<file path="config.mk">
export PLATFORM = sky130hd
export DESIGN_NAME = sffr_div
export DESIGN_NICKNAME = d
export VERILOG_FILES = /design/src/rtl/sffr_pkg.sv /design/src/rtl/sffr_div.sv
export VERILOG_INCLUDE_DIRS = /design/src /design/src/rtl
export SDC_FILE = /design/constraint.sdc
export NUM_CORES = 1
export LEC_CHECK = 0
export ABC_CLOCK_PERIOD_IN_PS = 6200
export BUFFER_PORTS_ARGS = -buffer_cell sky130_fd_sc_hd__buf_2
export CAP_MARGIN = 20
export CORE_ASPECT_RATIO = 0.75
export CORE_UTILIZATION = 41
export DETAILED_ROUTE_END_ITERATION = 16
export HOLD_SLACK_MARGIN = 0.02
export PLACE_DENSITY = 0.64
export SYNTH_ARGS = -nofsm -noshare
export SYNTH_HDL_FRONTEND = slang
export SYNTH_SLANG_ARGS = --single-unit
</file>
<file path="constraint.sdc">
create_clock -name clk -period 6.2 [get_ports clk]
set_input_delay 1.24 -clock clk [delete_from_list [all_inputs] [get_ports clk]]
set_output_delay 1.24 -clock clk [all_outputs]
set_load 0.02 [all_outputs]
</file>
<file path="src/rtl/assert_macros.svh">
// ----------------------------------------------------------------------------
// assertion macros shared by the color ramp rtl
// ----------------------------------------------------------------------------
`ifndef ASSERT_MACROS_SVH
`define ASSERT_MACROS_SVH

// same-cycle implication, sampled on clk, off while rst_n is low
`define SFFR_ASSERT_NOW(name, ante, cons, msg) \
  name: assert property (@(posedge clk) disable iff (!rst_n) (ante) |-> (cons)) \
    else $error(msg);

// next-cycle implication, sampled on clk, off while rst_n is low
`define SFFR_ASSERT_NEXT(name, ante, cons, msg) \
  name: assert property (@(posedge clk) disable iff (!rst_n) (ante) |=> (cons)) \
    else $error(msg);

`endif

</file>
<file path="src/rtl/sffr_pkg.sv">
`timescale 1ns / 1ps
// ----------------------------------------------------------------------------
// sffr_pkg
// widths, command codes and shared types of the flash and fade color ramp
// ----------------------------------------------------------------------------
package sffr_pkg;

  localparam int CMD_W      = 2;
  localparam int COLOR_W    = 8;
  localparam int DUR_W      = 16;
  localparam int PRIO_W     = 8;
  localparam int SORT_W     = 8;
  localparam int FRAC_SHIFT = 16;
  localparam int LEVEL_W    = COLOR_W + FRAC_SHIFT;
  localparam int NUM_CH     = 3;
  localparam int CH_W       = $clog2(NUM_CH);

  localparam logic [LEVEL_W-1:0] FULL_LEVEL   = 24'hff0000;
  localparam logic [PRIO_W-1:0]  TOP_PRIORITY = 8'd255;

  // one quotient bit per cycle
  localparam int DIV_STEPS = LEVEL_W;
  localparam int DIV_CNT_W = $clog2(DIV_STEPS + 1);

  typedef logic [CMD_W-1:0] cmd_t;

  localparam cmd_t CMD_RESET = 2'd0;
  localparam cmd_t CMD_FLASH = 2'd1;
  localparam cmd_t CMD_FADE  = 2'd2;
  localparam cmd_t CMD_TICK  = 2'd3;

  typedef struct packed {
    logic               start;
    logic [LEVEL_W-1:0] dividend;
    logic [DUR_W-1:0]   divisor;
  } div_req_t;

  typedef struct packed {
    logic               busy;
    logic               done;
    logic [LEVEL_W-1:0] quotient;
  } div_rsp_t;

endpackage

</file>
<file path="src/rtl/sffr_div.sv">
`timescale 1ns / 1ps
// ----------------------------------------------------------------------------
// sffr_div
// restoring divider, 24-bit dividend by nonzero 16-bit divisor, one bit a cycle
// ----------------------------------------------------------------------------
`include "assert_macros.svh"

module sffr_div import sffr_pkg::*; (
  input  logic     clk,
  input  logic     rst_n,
  input  div_req_t req,
  output div_rsp_t rsp
);

  logic                 busy_r, busy_nxt;
  logic                 done_r, done_nxt;
  logic [DIV_CNT_W-1:0] cnt_r, cnt_nxt;
  logic [DUR_W-1:0]     rem_r, rem_nxt;
  logic [LEVEL_W-1:0]   quo_r, quo_nxt;
  logic [DUR_W-1:0]     dvs_r, dvs_nxt;

  logic [DUR_W:0] trial;
  logic [DUR_W:0] diff;
  logic           fits;

  // partial remainder stays below the divisor, so 16 bits hold it
  assign trial = {rem_r, quo_r[LEVEL_W-1]};
  assign diff  = trial - {1'b0, dvs_r};
  assign fits  = trial >= {1'b0, dvs_r};

  always_comb begin
    busy_nxt = busy_r;
    done_nxt = 1'b0;
    cnt_nxt  = cnt_r;
    rem_nxt  = rem_r;
    quo_nxt  = quo_r;
    dvs_nxt  = dvs_r;
    if (req.start) begin
      busy_nxt = 1'b1;
      cnt_nxt  = DIV_CNT_W'(DIV_STEPS);
      rem_nxt  = '0;
      quo_nxt  = req.dividend;
      dvs_nxt  = req.divisor;
    end else if (busy_r) begin
      rem_nxt = fits ? diff[DUR_W-1:0] : trial[DUR_W-1:0];
      quo_nxt = {quo_r[LEVEL_W-2:0], fits};
      cnt_nxt = cnt_r - 1'b1;
      if (cnt_r == DIV_CNT_W'(1)) begin
        busy_nxt = 1'b0;
        done_nxt = 1'b1;
      end
    end
  end

  always_ff @(posedge clk) begin
    if (!rst_n) begin
      busy_r <= 1'b0;
      done_r <= 1'b0;
      cnt_r  <= '0;
    end else begin
      busy_r <= busy_nxt;
      done_r <= done_nxt;
      cnt_r  <= cnt_nxt;
    end
  end

  always_ff @(posedge clk) begin
    rem_r <= rem_nxt;
    quo_r <= quo_nxt;
    dvs_r <= dvs_nxt;
  end

  assign rsp.busy     = busy_r;
  assign rsp.done     = done_r;
  assign rsp.quotient = quo_r;

  `SFFR_ASSERT_NEXT(a_start_busy, req.start, busy_r && cnt_r == DIV_CNT_W'(DIV_STEPS), "divider did not start")
  `SFFR_ASSERT_NEXT(a_last_step_done, busy_r && !req.start && cnt_r == DIV_CNT_W'(1), done_r && !busy_r, "divider missed its end")
  `SFFR_ASSERT_NOW(a_done_idle, done_r, !busy_r, "done while still busy")

endmodule

</file>
==> impl_metrics.prom <==
# TYPE chip_impl_metric gauge
chip_impl_metric{name="finish.instance_area",unit="um^2"} 4020
chip_impl_metric{name="design.portCount",unit=""} 69
chip_impl_metric{name="post_cts_resized",unit=""} 0
chip_impl_metric{name="synth_warnings",unit=""} 0
chip_impl_metric{name="pwr-share-seq",unit=""} 0.472
chip_impl_info{name="postSynth.topFlopCell",value="sky130_fd_sc_hd__edfxtp_1"} 1
chip_impl_metric{name="floorplan.core_area",unit="um^2"} 7950
chip_impl_info{name="commonest_non_fill_non_tap_cells_in_the_layout",value="sky130_fd_sc_hd__buf_2 (68), sky130_fd_sc_hd__edfxtp_1 (40), sky130_fd_sc_hd__inv_1 (24), sky130_fd_sc_hd__mux2_2 (24), sky130_fd_sc_hd__dfxtp_1 (23)"} 1
chip_impl_metric{name="whs_path_depth",unit=""} 2
chip_impl_metric{name="grt_pass1_wl",unit="um"} 10200
chip_impl_info{name="yosys-top-cells-area",value="sky130_fd_sc_hd__edfxtp_1 (35%), sky130_fd_sc_hd__dfxtp_1 (14%), sky130_fd_sc_hd__mux2_2 (8.0%), sky130_fd_sc_hd__ha_1 (6.6%), sky130_fd_sc_hd__mux2i_1 (3.5%)"} 1
chip_impl_metric{name="grt_overflow",unit=""} 0
chip_impl_metric{name="p_leak",unit="nW"} 1.76
chip_impl_metric{name="place.detailed.hpwl",unit="um"} 4420
chip_impl_info{name="synth.largest_area_cell",value="sky130_fd_sc_hd__edfxtp_1"} 1
chip_impl_info{name="min_path_type",value="reg -> reg"} 1
chip_impl_metric{name="finalWirelength",unit="um"} 6320
chip_impl_info{name="hold_path_origin",value="rem_r[15]$_SDFFE_PP0P_"} 1
chip_impl_metric{name="crit_required",unit="ps"} 6170
chip_impl_info{name="crit_slowest_cell",value="sky130_fd_sc_hd__inv_1"} 1
chip_impl_metric{name="syn-cell-area",unit="um^2"} 3400
chip_impl_metric{name="core.rowCount",unit=""} 28
chip_impl_metric{name="area_share_of_the_leading_cell_type_in_the_synthesized_netlist",unit=""} 0.354
chip_impl_info{name="timing.setup.critical_path_class",value="in -> reg"} 1
chip_impl_metric{name="synth.lib_cells_used.distinct",unit=""} 50
chip_impl_metric{name="finalNonFillerCells",unit=""} 479
chip_impl_metric{name="edff_count_synth",unit=""} 40
chip_impl_metric{name="fillCellCount",unit=""} 722
chip_impl_metric{name="drc",unit=""} 0
chip_impl_metric{name="cts_num_sinks",unit=""} 63
chip_impl_metric{name="initial_core_utilization",unit=""} 0.427
chip_impl_metric{name="grt.total_usage",unit=""} 0.155
chip_impl_info{name="r2r_end",value="rem_r[10]$_SDFFE_PP0P_"} 1
chip_impl_metric{name="grt_pass1_vias",unit=""} 2152
chip_impl_metric{name="die_area",unit="um^2"} 8660
chip_impl_metric{name="internal_power",unit="mW"} 0.760
chip_impl_info{name="worst_flop_to_flop_path_startpoint",value="quo_r[23]$_DFFE_PP_"} 1
chip_impl_info{name="clk_root_buffer_cell",value="sky130_fd_sc_hd__clkbuf_8"} 1
chip_impl_metric{name="htree_levels",unit=""} 3
chip_impl_metric{name="max-cap-violations",unit=""} 0
chip_impl_metric{name="design.final.nets",unit=""} 431
chip_impl_metric{name="drt.antenna.violating_nets",unit=""} 0
chip_impl_info{name="cp_top_family",value="buffers and inverters"} 1
chip_impl_metric{name="seq_area_frac_synth",unit=""} 0.489
chip_impl_metric{name="finalHoldWorstSlack",unit="ps"} 478
chip_impl_metric{name="port_buffers",unit=""} 68
chip_impl_metric{name="worstPathMaxFanout",unit=""} 58
chip_impl_metric{name="clock_period_minus_worst_slack",unit="ps"} 3000
chip_impl_metric{name="dr.first_iter.drc_count",unit=""} 75
chip_impl_metric{name="clk_latency",unit="ps"} 350
chip_impl_metric{name="max-clock-path-buffers",unit=""} 2
chip_impl_metric{name="power.switching_fraction",unit=""} 0.287
chip_impl_metric{name="avgRoutedWirePerCell",unit="um"} 13.2
chip_impl_metric{name="power_density",unit="nW/um^2"} 265
chip_impl_metric{name="maxClockFrequency",unit="MHz"} 333
chip_impl_info{name="status",value="completed"} 1
chip_impl_metric{name="post_cts.repair.setup_buffers",unit=""} 0
chip_impl_metric{name="cts_inserted_buffers",unit=""} 9
chip_impl_metric{name="hold_buffers",unit=""} 0
chip_impl_metric{name="relSlewSlack",unit=""} 0.389
chip_impl_metric{name="syn-instance-count",unit=""} 299
chip_impl_metric{name="postSynth.asyncResetShare",unit=""} 0
chip_impl_metric{name="power.switching",unit="mW"} 0.306
chip_impl_metric{name="die_y",unit="um"} 80.8
chip_impl_metric{name="register_bit_count_reported_by_yosys",unit=""} 63
chip_impl_info{name="tritoncts",value="built"} 1
chip_impl_metric{name="worstRegToRegCells",unit=""} 10
chip_impl_metric{name="via_count",unit=""} 2367
chip_impl_info{name="grt_setup_unrepaired",value="no"} 1
chip_impl_metric{name="detailed_place.area",unit="um^2"} 3830
chip_impl_metric{name="clk_pin_slew",unit="ps"} 70
chip_impl_metric{name="dpl.cell_count",unit=""} 463
chip_impl_metric{name="initial_antenna_violation_count",unit=""} 0
chip_impl_info{name="worst_setup_path_end_kind",value="flop"} 1
chip_impl_metric{name="worst_clock_skew",unit="ps"} 9.92
chip_impl_info{name="crit_path_cell_trace",value="buf_2 > buf_4 > nor2_1 > inv_1"} 1
chip_impl_metric{name="synth.net_count",unit=""} 361
chip_impl_metric{name="first_pass_iters",unit=""} 4
chip_impl_metric{name="syn_area_per_cell",unit="um^2"} 11.4
chip_impl_metric{name="p_clk_frac",unit=""} 0.333
chip_impl_metric{name="area_growth",unit="%"} 18.4
chip_impl_metric{name="routed_via_density",unit=""} 4.94
chip_impl_info{name="most_frequent_standard_cell_in_the_layout_excluding_fill_and_tap_cells",value="sky130_fd_sc_hd__buf_2"} 1
chip_impl_info{name="cp-start-kind",value="input port"} 1
chip_impl_metric{name="largest_net_degree_at_the_start_of_global_routing",unit=""} 59
chip_impl_metric{name="final.period_utilization",unit=""} 0.484
chip_impl_metric{name="area_taken_by_multi_input_logic_gates",unit="um^2"} 1590
chip_impl_metric{name="worst-path-buf-inv",unit=""} 3
chip_impl_metric{name="num_antenna_cells",unit=""} 0
chip_impl_metric{name="setup_viol",unit=""} 0
chip_impl_metric{name="cp_slowest_stage_delay",unit="ps"} 750
chip_impl_metric{name="timing.final.hold_violations",unit=""} 0
chip_impl_metric{name="final-seq-area",unit="um^2"} 1660
chip_impl_metric{name="setup.reg_to_reg.worst_slack",unit="ps"} 3640
chip_impl_metric{name="total_negative_slack_for_setup_checks",unit="ps"} 0
chip_impl_metric{name="power",unit="mW"} 1.07
chip_impl_metric{name="final_layout_size_suffix_gt1_frac",unit=""} 0.332
chip_impl_metric{name="worst_pin_slew",unit="ps"} 915
chip_impl_metric{name="peakVddDrop",unit="V"} 0.000147
chip_impl_metric{name="timing_max_transition_violations_final",unit=""} 0
chip_impl_metric{name="die_x",unit="um"} 107
chip_impl_metric{name="timing.critical_path.arrival",unit="ps"} 2970
chip_impl_metric{name="power.share.combinational",unit=""} 0.196
chip_impl_metric{name="global_placement_routability_congestion",unit=""} 0.850
chip_impl_info{name="worst_hold_path_endpoint",value="rem_r[15]$_SDFFE_PP0P_"} 1
## metal layers
layer	share of wire	vias to the layer above	track usage
met5	0	-	0
met4	0.012	0	0.0699
met3	0.047	6	0.0538
met2	0.42	43	0.219
met1	0.52	1096	0.213
li1	-	1222	-
## cells by family (layout without fill, tap and decap cells)
| group | Yosys count | in the layout | share of synthesized area |
|---|---|---|---|
| compound gates | 63 | 63 | 0.137 |
| xor+xnor | 17 | 17 | 0.0438 |
| fa+ha+maj | 19 | 19 | 0.0722 |
| buf+inv | 35 | 110 | 0.0435 |
| flops | 63 | 63 | 0.489 |
| mux | 36 | 36 | 0.115 |
| simple gates | 66 | 66 | 0.0995 |
## power by group through the flow
stage          clock network, mW  logic [mW]  registers [mW]
2_1_floorplan                  0       0.133           0.530
3_3_place_gp                   0       0.206           0.512
3_5_place_dp                   0       0.209           0.511
4_1_cts                    0.369       0.210           0.503
5_1_grt                    0.387       0.231           0.507
6_report                   0.355       0.208           0.503
## through the flow
stage,setup WS (ps),util
after floorplan,3880,-
after global placement,2870,0.481
after detailed placement,2810,0.481
after CTS,3200,0.506
after global routing,3050,0.506
final,3200,0.506
## how the worst max path moves through the flow
stage / startpoint / slack (ps) / cells past startpoint / end
after floorplan: quo_r[23]$_DFFE_PP_ / 3880 / 10 / rem_r[14]$_SDFFE_PP0P_
after global placement: req[40] / 2870 / 4 / quo_r[6]$_DFFE_PP_
after detailed placement: req[40] / 2810 / 4 / quo_r[4]$_DFFE_PP_
after CTS: req[40] / 3200 / 4 / quo_r[0]$_DFFE_PP_
after global routing: req[40] / 3050 / 4 / quo_r[0]$_DFFE_PP_
final: req[40] / 3200 / 4 / quo_r[4]$_DFFE_PP_
## synthesized netlist by cell type, drive strengths merged, types with 2 or more instances
cell type	n
nand2b	6
ha	18
nor3	5
o211ai	2
buf	7
a21o	2
clkbuf	4
o21a	5
mux2i	12
nand2	21
mux2	24
a22oi	3
a211oi	11
edfxtp	40
a21oi	16
inv	24
dfxtp	23
or2	2
nor2	23
nand4	2
o31ai	4
o21ai	13
xor2	8
nand3	3
xnor2	9
## layout make-up
cell class                 instances  share of cell area
clock inverter                     7              0.0180
tap                              105              0.0327
inverter                          24              0.0224
clock buffer                       9              0.0308
multi-input combinational        201               0.395
timing repair buffer              70              0.0883
sequential                        63               0.413
## sequential cells by signal, summed over array words and instances (netlist names)
name / cells
quo_r: 24
dvs_r: 16
rem_r: 16
cnt_r: 5
busy_r: 1
done_r: 1
## worst min-delay path, stage by stage, from the launching register on
cell and delay (ps):
sky130_fd_sc_hd__dfxtp_1 340, sky130_fd_sc_hd__nand2_1 50, sky130_fd_sc_hd__o21ai_0 60
No activity file was read; power rests on OpenSTA's default activity.
